[src/design/sst_pkg.sv]
// Shared types, constants and microcode program of the sine-squared series engine.
package sst_pkg;

   localparam int MAX_TERMS  = 16;
   localparam int X_W        = 32;
   localparam int SUM_W      = 64;
   localparam int STOP_W     = 5;
   localparam int THR_W      = 41;
   localparam int TLIM_W     = 5;
   localparam int MAG_W      = 63;
   localparam int RC_W       = 48;
   localparam int ACC_W      = 128;
   localparam int REQ_DATA_W = 32;
   localparam int RSP_DATA_W = 72;
   localparam int CSR_ADDR_W = 1;
   localparam int CSR_DATA_W = 41;
   localparam int STEP_W     = 5;

   localparam logic [CSR_ADDR_W-1:0] REG_STOP_THRESHOLD = 1'd0;
   localparam logic [CSR_ADDR_W-1:0] REG_TERM_LIMIT     = 1'd1;

   localparam logic [THR_W-1:0]  THR_RESET  = 41'd1;
   localparam logic [TLIM_W-1:0] TLIM_RESET = 5'd16;

   localparam logic [SUM_W-1:0] SUM_MAX = 64'h7FFF_FFFF_FFFF_FFFF;
   localparam logic [SUM_W-1:0] SUM_MIN = 64'h8000_0000_0000_0000;
   localparam logic [ACC_W-1:0] RND46   = 128'd1 << 45;
   localparam logic [ACC_W-1:0] RND58   = 128'd1 << 57;

   // Multiplier operand selects.
   localparam logic [2:0] A_X      = 3'd0;
   localparam logic [2:0] A_SQ_LO  = 3'd1;
   localparam logic [2:0] A_SQ_HI  = 3'd2;
   localparam logic [2:0] A_MAG_LO = 3'd3;
   localparam logic [2:0] A_MAG_HI = 3'd4;

   localparam logic [2:0] B_X      = 3'd0;
   localparam logic [2:0] B_RC_LO  = 3'd1;
   localparam logic [2:0] B_RC_HI  = 3'd2;
   localparam logic [2:0] B_FAC_LO = 3'd3;
   localparam logic [2:0] B_FAC_HI = 3'd4;

   // Accumulator operations and partial-product alignment.
   localparam logic [1:0] ACC_NONE = 2'd0;
   localparam logic [1:0] ACC_LOAD = 2'd1;
   localparam logic [1:0] ACC_ADD  = 2'd2;

   localparam logic [1:0] SH_0  = 2'd0;
   localparam logic [1:0] SH_32 = 2'd1;
   localparam logic [1:0] SH_64 = 2'd2;

   // Register write-back selects.
   localparam logic [2:0] WB_NONE = 3'd0;
   localparam logic [2:0] WB_SQ   = 3'd1;
   localparam logic [2:0] WB_MAG0 = 3'd2;
   localparam logic [2:0] WB_FAC  = 3'd3;
   localparam logic [2:0] WB_MAG  = 3'd4;

   // Branch kinds.
   localparam logic [2:0] BR_NEXT = 3'd0;
   localparam logic [2:0] BR_WAIT = 3'd1;
   localparam logic [2:0] BR_TERM = 3'd2;
   localparam logic [2:0] BR_JUMP = 3'd3;
   localparam logic [2:0] BR_OUT  = 3'd4;

   // Program addresses.
   localparam logic [STEP_W-1:0] ST_IDLE = 5'd0;
   localparam logic [STEP_W-1:0] ST_LOOP = 5'd4;
   localparam logic [STEP_W-1:0] ST_OUT  = 5'd17;

   typedef struct packed {
      logic [2:0]        a_sel;
      logic [2:0]        b_sel;
      logic              mul_en;
      logic [1:0]        acc_op;
      logic [1:0]        acc_sh;
      logic [2:0]        wb;
      logic [2:0]        br;
      logic [STEP_W-1:0] tgt;
   } ctl_type;

   typedef struct packed {
      logic below_thr;
      logic at_limit;
   } stat_type;

   function automatic ctl_type cw(input logic [2:0] a_sel, input logic [2:0] b_sel,
                                  input logic mul_en, input logic [1:0] acc_op,
                                  input logic [1:0] acc_sh, input logic [2:0] wb,
                                  input logic [2:0] br, input logic [STEP_W-1:0] tgt);
      ctl_type w;
      w.a_sel  = a_sel;
      w.b_sel  = b_sel;
      w.mul_en = mul_en;
      w.acc_op = acc_op;
      w.acc_sh = acc_sh;
      w.wb     = wb;
      w.br     = br;
      w.tgt    = tgt;
      return w;
   endfunction

   // Control store: one word per step.
   function automatic ctl_type ucode(input logic [STEP_W-1:0] step);
      ctl_type w;
      unique case (step)
         5'd0:  w = cw(A_X, B_X, 1'b0, ACC_NONE, SH_0, WB_NONE, BR_WAIT, ST_IDLE);
         5'd1:  w = cw(A_X, B_X, 1'b1, ACC_NONE, SH_0, WB_NONE, BR_NEXT, ST_IDLE);
         5'd2:  w = cw(A_X, B_X, 1'b0, ACC_NONE, SH_0, WB_SQ, BR_NEXT, ST_IDLE);
         5'd3:  w = cw(A_X, B_X, 1'b0, ACC_NONE, SH_0, WB_MAG0, BR_NEXT, ST_IDLE);
         5'd4:  w = cw(A_X, B_X, 1'b0, ACC_NONE, SH_0, WB_NONE, BR_TERM, ST_OUT);
         5'd5:  w = cw(A_SQ_LO, B_RC_LO, 1'b1, ACC_NONE, SH_0, WB_NONE, BR_NEXT, ST_IDLE);
         5'd6:  w = cw(A_SQ_LO, B_RC_HI, 1'b1, ACC_LOAD, SH_0, WB_NONE, BR_NEXT, ST_IDLE);
         5'd7:  w = cw(A_SQ_HI, B_RC_LO, 1'b1, ACC_ADD, SH_32, WB_NONE, BR_NEXT, ST_IDLE);
         5'd8:  w = cw(A_SQ_HI, B_RC_HI, 1'b1, ACC_ADD, SH_32, WB_NONE, BR_NEXT, ST_IDLE);
         5'd9:  w = cw(A_X, B_X, 1'b0, ACC_ADD, SH_64, WB_NONE, BR_NEXT, ST_IDLE);
         5'd10: w = cw(A_X, B_X, 1'b0, ACC_NONE, SH_0, WB_FAC, BR_NEXT, ST_IDLE);
         5'd11: w = cw(A_MAG_LO, B_FAC_LO, 1'b1, ACC_NONE, SH_0, WB_NONE, BR_NEXT, ST_IDLE);
         5'd12: w = cw(A_MAG_LO, B_FAC_HI, 1'b1, ACC_LOAD, SH_0, WB_NONE, BR_NEXT, ST_IDLE);
         5'd13: w = cw(A_MAG_HI, B_FAC_LO, 1'b1, ACC_ADD, SH_32, WB_NONE, BR_NEXT, ST_IDLE);
         5'd14: w = cw(A_MAG_HI, B_FAC_HI, 1'b1, ACC_ADD, SH_32, WB_NONE, BR_NEXT, ST_IDLE);
         5'd15: w = cw(A_X, B_X, 1'b0, ACC_ADD, SH_64, WB_NONE, BR_NEXT, ST_IDLE);
         5'd16: w = cw(A_X, B_X, 1'b0, ACC_NONE, SH_0, WB_MAG, BR_JUMP, ST_LOOP);
         5'd17: w = cw(A_X, B_X, 1'b0, ACC_NONE, SH_0, WB_NONE, BR_OUT, ST_IDLE);
         default: w = cw(A_X, B_X, 1'b0, ACC_NONE, SH_0, WB_NONE, BR_JUMP, ST_IDLE);
      endcase
      return w;
   endfunction

endpackage

[src/design/sine_squared_taylor_series.sv]
// Top level of the sine-squared Taylor series engine.
// Usage: an argument x (signed Q2.29) is transferred on the req_ channel; one
// result (sum of series terms in signed Q23.40 plus stop index and flags) comes
// back on the rsp_ channel. The csr_ port writes the stop threshold (index 0)
// and the term limit (index 1); write them only while no item is in flight.
// One item is worked on at a time by a microcoded sequence around a single
// 32x32 multiplier. Each later term takes thirteen steps: a threshold check,
// four partial products for the factor and four for the term update, each added
// into a 128-bit accumulator, plus rounding write-backs. The next input is
// taken only once the result has been registered in the output register, so
// a new item cannot start before the last one is through the whole series.
// The result sits in an output register; the input side accepts the next item
// while it waits, and a finished item stalls only if the previous result has
// still not been taken. Reset returns the sequencer to idle, drops rsp_tvalid
// and restores the threshold to 1 and the term limit to 16.
module sine_squared_taylor_series #(
   parameter int MAX_TERMS = sst_pkg::MAX_TERMS
) (
   input  logic                              clock,
   input  logic                              reset,
   input  logic                              req_tvalid,
   output logic                              req_tready,
   input  logic [sst_pkg::REQ_DATA_W-1:0]    req_tdata,   // [31:0] arg_x
   output logic                              rsp_tvalid,
   input  logic                              rsp_tready,
   // [63:0] series_sum, [68:64] stop_index, [69] limit_reached, [70] saturated
   output logic [sst_pkg::RSP_DATA_W-1:0]    rsp_tdata,
   input  logic                              csr_wr_en,
   input  logic [sst_pkg::CSR_ADDR_W-1:0]    csr_addr,
   input  logic [sst_pkg::CSR_DATA_W-1:0]    csr_wr_data
);

   sst_pkg::ctl_type  ctl;
   sst_pkg::stat_type stat;

   logic [sst_pkg::THR_W-1:0]      thr_ff;
   logic [sst_pkg::TLIM_W-1:0]     tlim_ff;
   logic                           rsp_valid_ff, rsp_valid_in;
   logic [sst_pkg::RSP_DATA_W-1:0] rsp_data_ff, rsp_data_in;

   logic                           req_fire;
   logic                           out_free;
   logic                           load_rsp;
   logic [sst_pkg::SUM_W-1:0]      series_sum;
   logic [sst_pkg::STOP_W-1:0]     stop_index;
   logic                           limit_reached;
   logic                           saturated;

   assign req_tready = (ctl.br == sst_pkg::BR_WAIT);
   assign req_fire   = req_tvalid && req_tready;
   assign out_free   = !rsp_valid_ff || rsp_tready;
   assign load_rsp   = (ctl.br == sst_pkg::BR_OUT) && out_free;

   sst_seq u_seq (
      .clock    (clock),
      .reset    (reset),
      .req_fire (req_fire),
      .out_free (out_free),
      .stat     (stat),
      .ctl      (ctl)
   );

   sst_dp #(
      .MAX_TERMS (MAX_TERMS)
   ) u_dp (
      .clock          (clock),
      .ctl            (ctl),
      .req_fire       (req_fire),
      .arg_x          (req_tdata[sst_pkg::X_W-1:0]),
      .stop_threshold (thr_ff),
      .term_limit     (tlim_ff),
      .stat           (stat),
      .series_sum     (series_sum),
      .stop_index     (stop_index),
      .limit_reached  (limit_reached),
      .saturated      (saturated)
   );

   always_ff @(posedge clock) begin
      if (reset) begin
         thr_ff  <= sst_pkg::THR_RESET;
         tlim_ff <= sst_pkg::TLIM_RESET;
      end else if (csr_wr_en) begin
         unique case (csr_addr)
            sst_pkg::REG_STOP_THRESHOLD: thr_ff  <= csr_wr_data[sst_pkg::THR_W-1:0];
            sst_pkg::REG_TERM_LIMIT:     tlim_ff <= csr_wr_data[sst_pkg::TLIM_W-1:0];
            default: begin
            end
         endcase
      end
   end

   always_comb begin
      rsp_valid_in = rsp_valid_ff;
      rsp_data_in  = rsp_data_ff;
      if (rsp_valid_ff && rsp_tready) rsp_valid_in = 1'b0;
      if (load_rsp) begin
         rsp_valid_in = 1'b1;
         rsp_data_in  = {1'b0, saturated, limit_reached, stop_index, series_sum};
      end
   end

   always_ff @(posedge clock) begin
      if (reset) begin
         rsp_valid_ff <= 1'b0;
      end else begin
         rsp_valid_ff <= rsp_valid_in;
      end
      rsp_data_ff <= rsp_data_in;
   end

   assign rsp_tvalid = rsp_valid_ff;
   assign rsp_tdata  = rsp_data_ff;

endmodule

[src/design/sst_seq.sv]
// Microcode sequencer: step counter, control store lookup and branch logic.
module sst_seq (
   input  logic               clock,
   input  logic               reset,
   input  logic               req_fire,
   input  logic               out_free,
   input  sst_pkg::stat_type  stat,
   output sst_pkg::ctl_type   ctl
);

   logic [sst_pkg::STEP_W-1:0] step_ff;
   logic [sst_pkg::STEP_W-1:0] step_in;

   assign ctl = sst_pkg::ucode(step_ff);

   always_comb begin
      step_in = step_ff + sst_pkg::STEP_W'(1);
      unique case (ctl.br)
         sst_pkg::BR_NEXT: begin
         end
         sst_pkg::BR_WAIT: begin
            if (!req_fire) step_in = step_ff;
         end
         sst_pkg::BR_TERM: begin
            if (stat.below_thr || stat.at_limit) step_in = ctl.tgt;
         end
         sst_pkg::BR_JUMP: begin
            step_in = ctl.tgt;
         end
         sst_pkg::BR_OUT: begin
            step_in = out_free ? ctl.tgt : step_ff;
         end
         default: begin
            step_in = sst_pkg::ST_IDLE;
         end
      endcase
   end

   always_ff @(posedge clock) begin
      if (reset) begin
         step_ff <= sst_pkg::ST_IDLE;
      end else begin
         step_ff <= step_in;
      end
   end

endmodule

[src/design/sst_dp.sv]
// Datapath: shared 32x32 multiplier, 128-bit accumulator, term and sum registers.
module sst_dp #(
   parameter int MAX_TERMS = sst_pkg::MAX_TERMS
) (
   input  logic                          clock,
   input  sst_pkg::ctl_type              ctl,
   input  logic                          req_fire,
   input  logic [sst_pkg::X_W-1:0]       arg_x,
   input  logic [sst_pkg::THR_W-1:0]     stop_threshold,
   input  logic [sst_pkg::TLIM_W-1:0]    term_limit,
   output sst_pkg::stat_type             stat,
   output logic [sst_pkg::SUM_W-1:0]     series_sum,
   output logic [sst_pkg::STOP_W-1:0]    stop_index,
   output logic                          limit_reached,
   output logic                          saturated
);

   localparam int IW = $clog2(MAX_TERMS + 2);
   localparam int TW = $clog2(MAX_TERMS);

   logic [sst_pkg::X_W-1:0]    x_ff, x_in;
   logic [sst_pkg::MAG_W-1:0]  sq_ff, sq_in;
   logic [sst_pkg::MAG_W-1:0]  mag_ff, mag_in;
   logic [sst_pkg::MAG_W-1:0]  fac_ff, fac_in;
   logic [63:0]                pp_ff, pp_in;
   logic [sst_pkg::ACC_W-1:0]  acc_ff, acc_in;
   logic [sst_pkg::SUM_W-1:0]  sum_ff, sum_in;
   logic [IW-1:0]              idx_ff, idx_in;
   logic [IW-1:0]              stop_ff, stop_in;
   logic                       neg_ff, neg_in;
   logic                       sat_ff, sat_in;
   logic                       byl_ff, byl_in;

   logic [sst_pkg::RC_W-1:0]   rc_tab [MAX_TERMS];
   logic [sst_pkg::RC_W-1:0]   rc;
   logic [31:0]                mul_a, mul_b;
   logic [sst_pkg::ACC_W-1:0]  pp_sh;
   logic [sst_pkg::ACC_W-1:0]  rnd;
   logic [IW-1:0]              lim;
   logic                       start;
   logic [sst_pkg::SUM_W:0]    sx, ext, snew;
   logic                       sovf;

   // Reciprocals 1/((2i+1)(2i+2)) in Q0.48, rounded.
   for (genvar g = 0; g < MAX_TERMS; g++) begin : g_rc
      localparam longint unsigned D  = (2 * g + 1) * (2 * g + 2);
      localparam logic [47:0]     RV = 48'(((64'd1 << 48) + D / 2) / D);
      assign rc_tab[g] = RV;
   end

   assign rc    = rc_tab[idx_ff[TW-1:0]];
   assign start = (ctl.br == sst_pkg::BR_WAIT) && req_fire;

   always_comb begin
      if (term_limit == '0) begin
         lim = IW'(1);
      end else if (32'(term_limit) > MAX_TERMS) begin
         lim = IW'(MAX_TERMS);
      end else begin
         lim = IW'(term_limit);
      end
   end

   assign stat.below_thr = mag_ff <= {{(sst_pkg::MAG_W - sst_pkg::THR_W){1'b0}}, stop_threshold};
   assign stat.at_limit  = idx_ff == lim;

   always_comb begin
      unique case (ctl.a_sel)
         sst_pkg::A_X:      mul_a = x_ff;
         sst_pkg::A_SQ_LO:  mul_a = sq_ff[31:0];
         sst_pkg::A_SQ_HI:  mul_a = {1'b0, sq_ff[62:32]};
         sst_pkg::A_MAG_LO: mul_a = mag_ff[31:0];
         sst_pkg::A_MAG_HI: mul_a = {1'b0, mag_ff[62:32]};
         default:           mul_a = '0;
      endcase
      unique case (ctl.b_sel)
         sst_pkg::B_X:      mul_b = x_ff;
         sst_pkg::B_RC_LO:  mul_b = rc[31:0];
         sst_pkg::B_RC_HI:  mul_b = {16'b0, rc[47:32]};
         sst_pkg::B_FAC_LO: mul_b = fac_ff[31:0];
         sst_pkg::B_FAC_HI: mul_b = {1'b0, fac_ff[62:32]};
         default:           mul_b = '0;
      endcase
      unique case (ctl.acc_sh)
         sst_pkg::SH_0:  pp_sh = {64'b0, pp_ff};
         sst_pkg::SH_32: pp_sh = {32'b0, pp_ff, 32'b0};
         sst_pkg::SH_64: pp_sh = {pp_ff, 64'b0};
         default:        pp_sh = '0;
      endcase
   end

   assign rnd = acc_ff + ((ctl.wb == sst_pkg::WB_FAC) ? sst_pkg::RND46 : sst_pkg::RND58);

   assign sx   = {sum_ff[sst_pkg::SUM_W-1], sum_ff};
   assign ext  = {2'b00, mag_ff};
   assign snew = neg_ff ? (sx - ext) : (sx + ext);
   assign sovf = snew[sst_pkg::SUM_W] ^ snew[sst_pkg::SUM_W-1];

   always_comb begin
      x_in    = x_ff;
      sq_in   = sq_ff;
      mag_in  = mag_ff;
      fac_in  = fac_ff;
      pp_in   = pp_ff;
      acc_in  = acc_ff;
      sum_in  = sum_ff;
      idx_in  = idx_ff;
      stop_in = stop_ff;
      neg_in  = neg_ff;
      sat_in  = sat_ff;
      byl_in  = byl_ff;

      if (start) begin
         x_in   = arg_x[sst_pkg::X_W-1] ? (~arg_x + sst_pkg::X_W'(1)) : arg_x;
         idx_in = IW'(1);
         sum_in = '0;
         neg_in = 1'b0;
         sat_in = 1'b0;
      end

      if (ctl.mul_en) pp_in = {32'b0, mul_a} * {32'b0, mul_b};

      unique case (ctl.acc_op)
         sst_pkg::ACC_NONE: begin
         end
         sst_pkg::ACC_LOAD: acc_in = pp_sh;
         sst_pkg::ACC_ADD:  acc_in = acc_ff + pp_sh;
         default: begin
         end
      endcase

      unique case (ctl.wb)
         sst_pkg::WB_NONE: begin
         end
         sst_pkg::WB_SQ: begin
            sq_in = pp_ff[62:0];
         end
         sst_pkg::WB_MAG0: begin
            mag_in = sst_pkg::MAG_W'(({1'b0, sq_ff} + 64'd131072) >> 18);
         end
         sst_pkg::WB_FAC: begin
            if (|rnd[127:109]) begin
               fac_in = '1;
               sat_in = 1'b1;
            end else begin
               fac_in = rnd[108:46];
            end
         end
         sst_pkg::WB_MAG: begin
            if (|rnd[127:121]) begin
               mag_in = '1;
               sat_in = 1'b1;
            end else begin
               mag_in = rnd[120:58];
            end
            idx_in = idx_ff + IW'(1);
            neg_in = !neg_ff;
         end
         default: begin
         end
      endcase

      if (ctl.br == sst_pkg::BR_TERM) begin
         if (stat.below_thr) begin
            stop_in = idx_ff;
            byl_in  = 1'b0;
         end else begin
            if (sovf) begin
               sum_in = snew[sst_pkg::SUM_W] ? sst_pkg::SUM_MIN : sst_pkg::SUM_MAX;
               sat_in = 1'b1;
            end else begin
               sum_in = snew[sst_pkg::SUM_W-1:0];
            end
            if (stat.at_limit) begin
               stop_in = idx_ff + IW'(1);
               byl_in  = 1'b1;
            end
         end
      end
   end

   always_ff @(posedge clock) begin
      x_ff    <= x_in;
      sq_ff   <= sq_in;
      mag_ff  <= mag_in;
      fac_ff  <= fac_in;
      pp_ff   <= pp_in;
      acc_ff  <= acc_in;
      sum_ff  <= sum_in;
      idx_ff  <= idx_in;
      stop_ff <= stop_in;
      neg_ff  <= neg_in;
      sat_ff  <= sat_in;
      byl_ff  <= byl_in;
   end

   assign series_sum    = sum_ff;
   assign stop_index    = sst_pkg::STOP_W'(stop_ff);
   assign limit_reached = byl_ff;
   assign saturated     = sat_ff;

endmodule
[config.mk]
export PLATFORM = sky130hd
export DESIGN_NAME = sine_squared_taylor_series
export DESIGN_NICKNAME = d
export VERILOG_FILES = /design/src/design/sst_pkg.sv /design/src/design/sine_squared_taylor_series.sv /design/src/design/sst_seq.sv /design/src/design/sst_dp.sv
export SDC_FILE = /design/constraint.sdc
export NUM_CORES = 2
export LEC_CHECK = 0
export BUFFER_PORTS_ARGS = -buffer_cell sky130_fd_sc_hd__buf_2
export CAP_MARGIN = 15
export CORE_MARGIN = 5
export CORE_UTILIZATION = 34
export DETAILED_ROUTE_END_ITERATION = 6
export PLACE_DENSITY = 0.59
export SLEW_MARGIN = 20
export SYNTH_ARGS = -nofsm -noshare
export SYNTH_HDL_FRONTEND = slang
export SYNTH_HIERARCHICAL = 1
export SYNTH_SLANG_ARGS = --single-unit
[constraint.sdc]
create_clock -name clock -period 26.3 [get_ports clock]
set_clock_uncertainty 0.1 [all_clocks]
set_input_delay 5.26 -clock clock [delete_from_list [all_inputs] [get_ports clock]]
set_output_delay 5.26 -clock clock [all_outputs]
set_load 0.01 [all_outputs]
# Yosys cells after proc, flatten, opt, wreduce, memory -nomap -nowiden
# Memory sizes are Yosys's and may differ from the RTL's. A register that Yosys moved wholly into a read port is not among the register bits.
# Cells that the tools add are included.
# word_totals
n_memories,2
output_inout_bits,74
romBits,1408
register_bits,613
# op_classes
n_eq_ne,23
order_cmp,3
mul,1
add_sub_neg,8
reduce_logical,24
muxes,40
bitwise,4
# memory_table
name,depth,width,rd,rd_ports_with_merged_regs,write_ports,line,text
(name not given),16,48,1,0,0,sst_dp.sv:51,assign rc = rc_tab[idx_ff[TW-1:0]];
(name not given),32,20,1,1,0,sst_pkg.sv:106,unique case (step)
# ops
operator,n
$pmux 128 s3,1
$mux 64,5
$pmux 32 s5,2
$add 128x128->128,2
$pmux 128 s2,1
$pmux 63 s2,1
$mux 48,2
$add 64x64->65,1
$mux 65,1
$sub 64x64->65,1
$add 63x18->64 const B,1
$mul 32x32->64,1
$le 63x41->1,1
$mux 63,1
$mux 58,1
$mux 5,11
$add 32x1->32 const B,1
$not 32->32,1
$mux 31,1
$pmux 5 s5,1
$eq 3x2->1 const B,8
$reduce_or 19->1,1
$eq 3x1->1 const B,4
$eq 3x3->1 const B,4
22 further kinds,49

# Logic depth before layout (Yosys ltp)
# depth
word_depth,9
mapped_depth,42
depth_no_buf,39

# By module
# Netlist, hierarchy kept.
# modules_own_cells
module,cells_each,area_per_inst_um2,n_inst
sst_dp,8264,71895.2,1
sine_squared_taylor_series,283,4257.8,1
sst_seq,151,1352.5,1

# Worst setup path after synthesis
# No wires, ideal clock.
# synth_timing
path_type,reg-to-reg
from,register u_dp.idx_ff[1]
to,"register u_dp.pp_ff[58], data pin"
required_time_ns,25.935
arrival_time_ns,9.334
path_buffers,3
path_slack_ns,16.601
period_less_slack_ns,9.699
stages_incl_launch_ff,36
cell_sequence,edfxtp_1 > clkbuf_1 > inv_1 > ha_1 > clkbuf_1 > nor2_1 > nor2_1 > nor3_1 > a2111oi_0 > clkbuf_1 > nor2_1 > fa_1 > inv_1 > fa_1 > fa_1 > fa_1 > inv_1 > fa_1 > fa_1 > fa_1 > inv_1 > fa_1 > inv_1 > ha_1 > a21o_1 > a21o_1 > a21oi_1 > nand2_1 > a211oi_1 > o21ai_1 > a31oi_1 > o21ai_1 > a211o_1 > a21boi_1 > o21ai_0 > xor2_1
# synth_via
elab_chain_len,6
# synth_lines
element,line,text
start: declaration,sst_dp.sv:28,"logic [IW-1:0] idx_ff, idx_in;"
start signal: assignment,sst_dp.sv:190,idx_ff <= idx_in;
$not 4->5 (not written as such),sst_dp.sv:51,
$mem_v2 16x48,--,
$mux 48 (not written as such) (2 in a row),sst_dp.sv:51,
$pmux 32 s5,sst_dp.sv:76,unique case (ctl.b_sel)
$mul 32x32->64,sst_dp.sv:121,"if (ctl.mul_en) pp_in = {32'b0, mul_a} * {32'b0, mul_b};"
end signal: assignment,sst_dp.sv:187,pp_ff <= pp_in;
end: declaration,sst_dp.sv:25,"logic [63:0] pp_ff, pp_in;"
# Every way passes these cells. The select of a mux whose other input is x is not followed.
# A chain may end at the register's enable or synchronous reset.

# Worst setup path after layout
# layout_timing
from,register u_dp.idx_ff[0]
to,"register u_dp.pp_ff[63], data pin"
# Same word-level chain as after synthesis.

==> summary.txt <==
Outcome
  • Outcome: complete, but fails checks
  • Failing checks: DRC

Clock tree
  • Clock transition at path regs: ~0.060 ns
  • CTS HTree Levels: 3
  • Postcts setup bufs: 0
  • CTS Buffer Depth: 3
  • Num CTS Buffers: between 70 and 80
  • CTS tree: yes
  • Clock Latency Late Sink: ~0.72 ns
  • # hold bufs at CTS: 0
  • Clk sinks: 631
  • Clock root buffer: clkbuf_16
  • Post_cts resized: 0

Timing
  • # setup viols final: 0
  • Least-Margin Pin Slew: approximately 1.3 ns
  • Final Max Slew Viols: 0
  • Final hold violations: 0
  • FMAX: approximately 86 MHz
  • Setup TNS: 0 ns
  • Rel. slew slack: roughly an eighth
  • Final period util: between 40% and 50%
  • Fin crit period: about 12 ns
  • RSZ-0062 raised after global routing: no

Synth
  • Syn avg cell area: 8.91 um^2
  • Mapped Nets: 10200
  • Syn Inst Count: ~8700
  • Post-synthesis cell area: approximately 77000 um^2
  • Synthesis Warnings: 6

Final layout
  • Area delta synth->final: 9.16%
  • Final nets: about 10000
  • Share of layout cells above drive strength 1: 7.90%

Worst setup path
  • Worst setup endpoint: u_dp/pp_ff[63]
  • Reg2reg setup slack: roughly 15 ns
  • Highest fanout seen on the critical path: 14
  • CP startpoint: u_dp/idx_ff[0]
  • Worst Reg-to-Reg Cells: 35
  • Crit Path Category: flop to flop
  • Delay of the slowest critical-path stage: between 0.7 and 0.8 ns
  • Worst r2r src: u_dp/idx_ff[0]
  • Startpoint Class: flop
  • R2r endpoint: u_dp/pp_ff[63]
  • WP data arrival: 11.91 ns
  • Req. time, crit path: about 27 ns
  • CP max-delay cell: a2111o_1
  • CP Capture Type: flop

Global routing
  • Antenna violations before repair: 25
  • Pin count of the biggest net entering global routing: roughly 100
  • Number of global-route vias before repair: around 66000
  • Grt total ovfl: 0
  • Global-route wire length before repair: around 450 mm
  • GRT Overall Usage: roughly 26%

Route
  • WL final: approximately 310 mm
  • DR vias: around 66000
  • WL/cell: approximately 26 um
  • Drt initial violations: between 7000 and 8000
  • Via density per instance: around 5.7
  • First-pass DRT Iterations: 7
  • DRC: 2
  • Routed Antenna Nets: 0

Floorplanning
  • Die height: 487 um
  • Die X-Extent: around 490 um
  • Die area: ~240000 um^2
  • Initial Util: 34.1%
  • Num ports: 153
  • Rows: ~180
  • Core Area: 227000 um^2

Flow run
  • Max_cap viols: 0

Place
  • Post-DP HPWL: between 200 and 250 mm
  • Placer Congestion: roughly 1.0
  • Port Buffers: between 150 and 200

Min path
  • Worst Hold Class: flop to flop
## how the worst min path moves through the flow
| stage | start | endpoint | slack, ns | cells after the start |
|---|---|---|---|---|
| 3_3_place_gp | u_dp/limit_reached | rsp_tdata[69] | 0.31 | 0 |
| 6_report | u_dp/stop_index[4] | rsp_tdata[68] | 0.32 | 0 |
| 2_1_floorplan | u_dp/stop_index[0] | rsp_tdata[64] | 0.30 | 0 |
| 4_1_cts | u_dp/stop_index[4] | rsp_tdata[68] | 0.32 | 0 |
| 5_1_grt | u_dp/stop_index[4] | rsp_tdata[68] | 0.32 | 0 |
| 3_5_place_dp | u_dp/stop_index[4] | rsp_tdata[68] | 0.30 | 0 |
## through the flow
step | util [%] | setup slack (ns) | hold slack, ns | cell area [um^2] | std cells
global route | 37.2 | 14.31 | 0.320 | 84500 | 11700
detailed placement | 36.0 | 15.01 | 0.305 | 81800 | 11600
finish | 37.2 | 14.73 | 0.316 | 84600 | 11700
global placement | 36.0 | 15.11 | 0.307 | 81800 | 11600
floorplan | - | 16.60 | 0.300 | 77500 | 8694
CTS | 37.2 | 14.98 | 0.316 | 84500 | 11700
## area by class of cell
| type | count | area [um^2] |
|---|---|---|
| Fill cell | 22900 | 142000 |
| Multi-Input combinational cell | 6459 | 54200 |
| Sequential cell | 631 | 17600 |
| Inverter | 1145 | 4300 |
| Tap cell | 3009 | 3760 |
| Timing Repair Buffer | 311 | 1970 |
| Clock buffer | 85 | 1970 |
| Clock inverter | 55 | 724 |
| Antenna cell | 13 | 32.5 |
## flip-flops by register name (all words and copies together), names as in the netlist, 5 cells and up
register,flops
u_dp/mag_ff,63
u_dp/x_ff,32
u_dp/fac_ff,63
u_seq/step_ff,5
thr_ff,41
u_seq/ctl,18
u_dp/idx_ff,5
u_dp/sq_ff,63
u_dp/pp_ff,64
tlim_ff,5
u_dp/acc_ff,128
u_dp/stop_index,5
u_dp/series_sum,64
rsp_tdata,71
## placed cells by master (no fill, tap or decap), types with 110 or more instances in the layout
master and n:
a21o_1 176, a21oi_1 468, and2_1 111, buf_2 151, buf_4 158, dfxtp_1 131, edfxtp_1 496, fa_1 898
ha_1 520, inv_1 1143, nand2_1 954, nand2b_1 110, nand3_1 144, nand4_1 120, nor2_1 952, o21ai_0 317
xnor2_1 295, xor2_1 155
## layer usage
layer	vias to the layer above	track usage (%)	routed length [um]	part of all wire, %
met4	10	13.7	19400	6.3
met5	-	0	66	0.021
li1	28900	-	-	-
met2	3391	38.8	134000	43
met1	33200	34.4	126000	41
met3	713	5.42	29500	9.5
## worst max-delay path, delay by kind of cell, from the launching register on
kind	cells	cell delay, ns
adder cells (fa/ha/maj)	10	5.10
XOR/XNOR	1	0.08
AND/OR/NAND/NOR	4	0.92
AO/OA/AOI/OAI	12	3.71
flip-flops	1	0.68
buffers and inverters	8	0.67
Power is not shown: default switching activity piles up to over one toggle a cycle in this logic, so the estimate is an artifact.
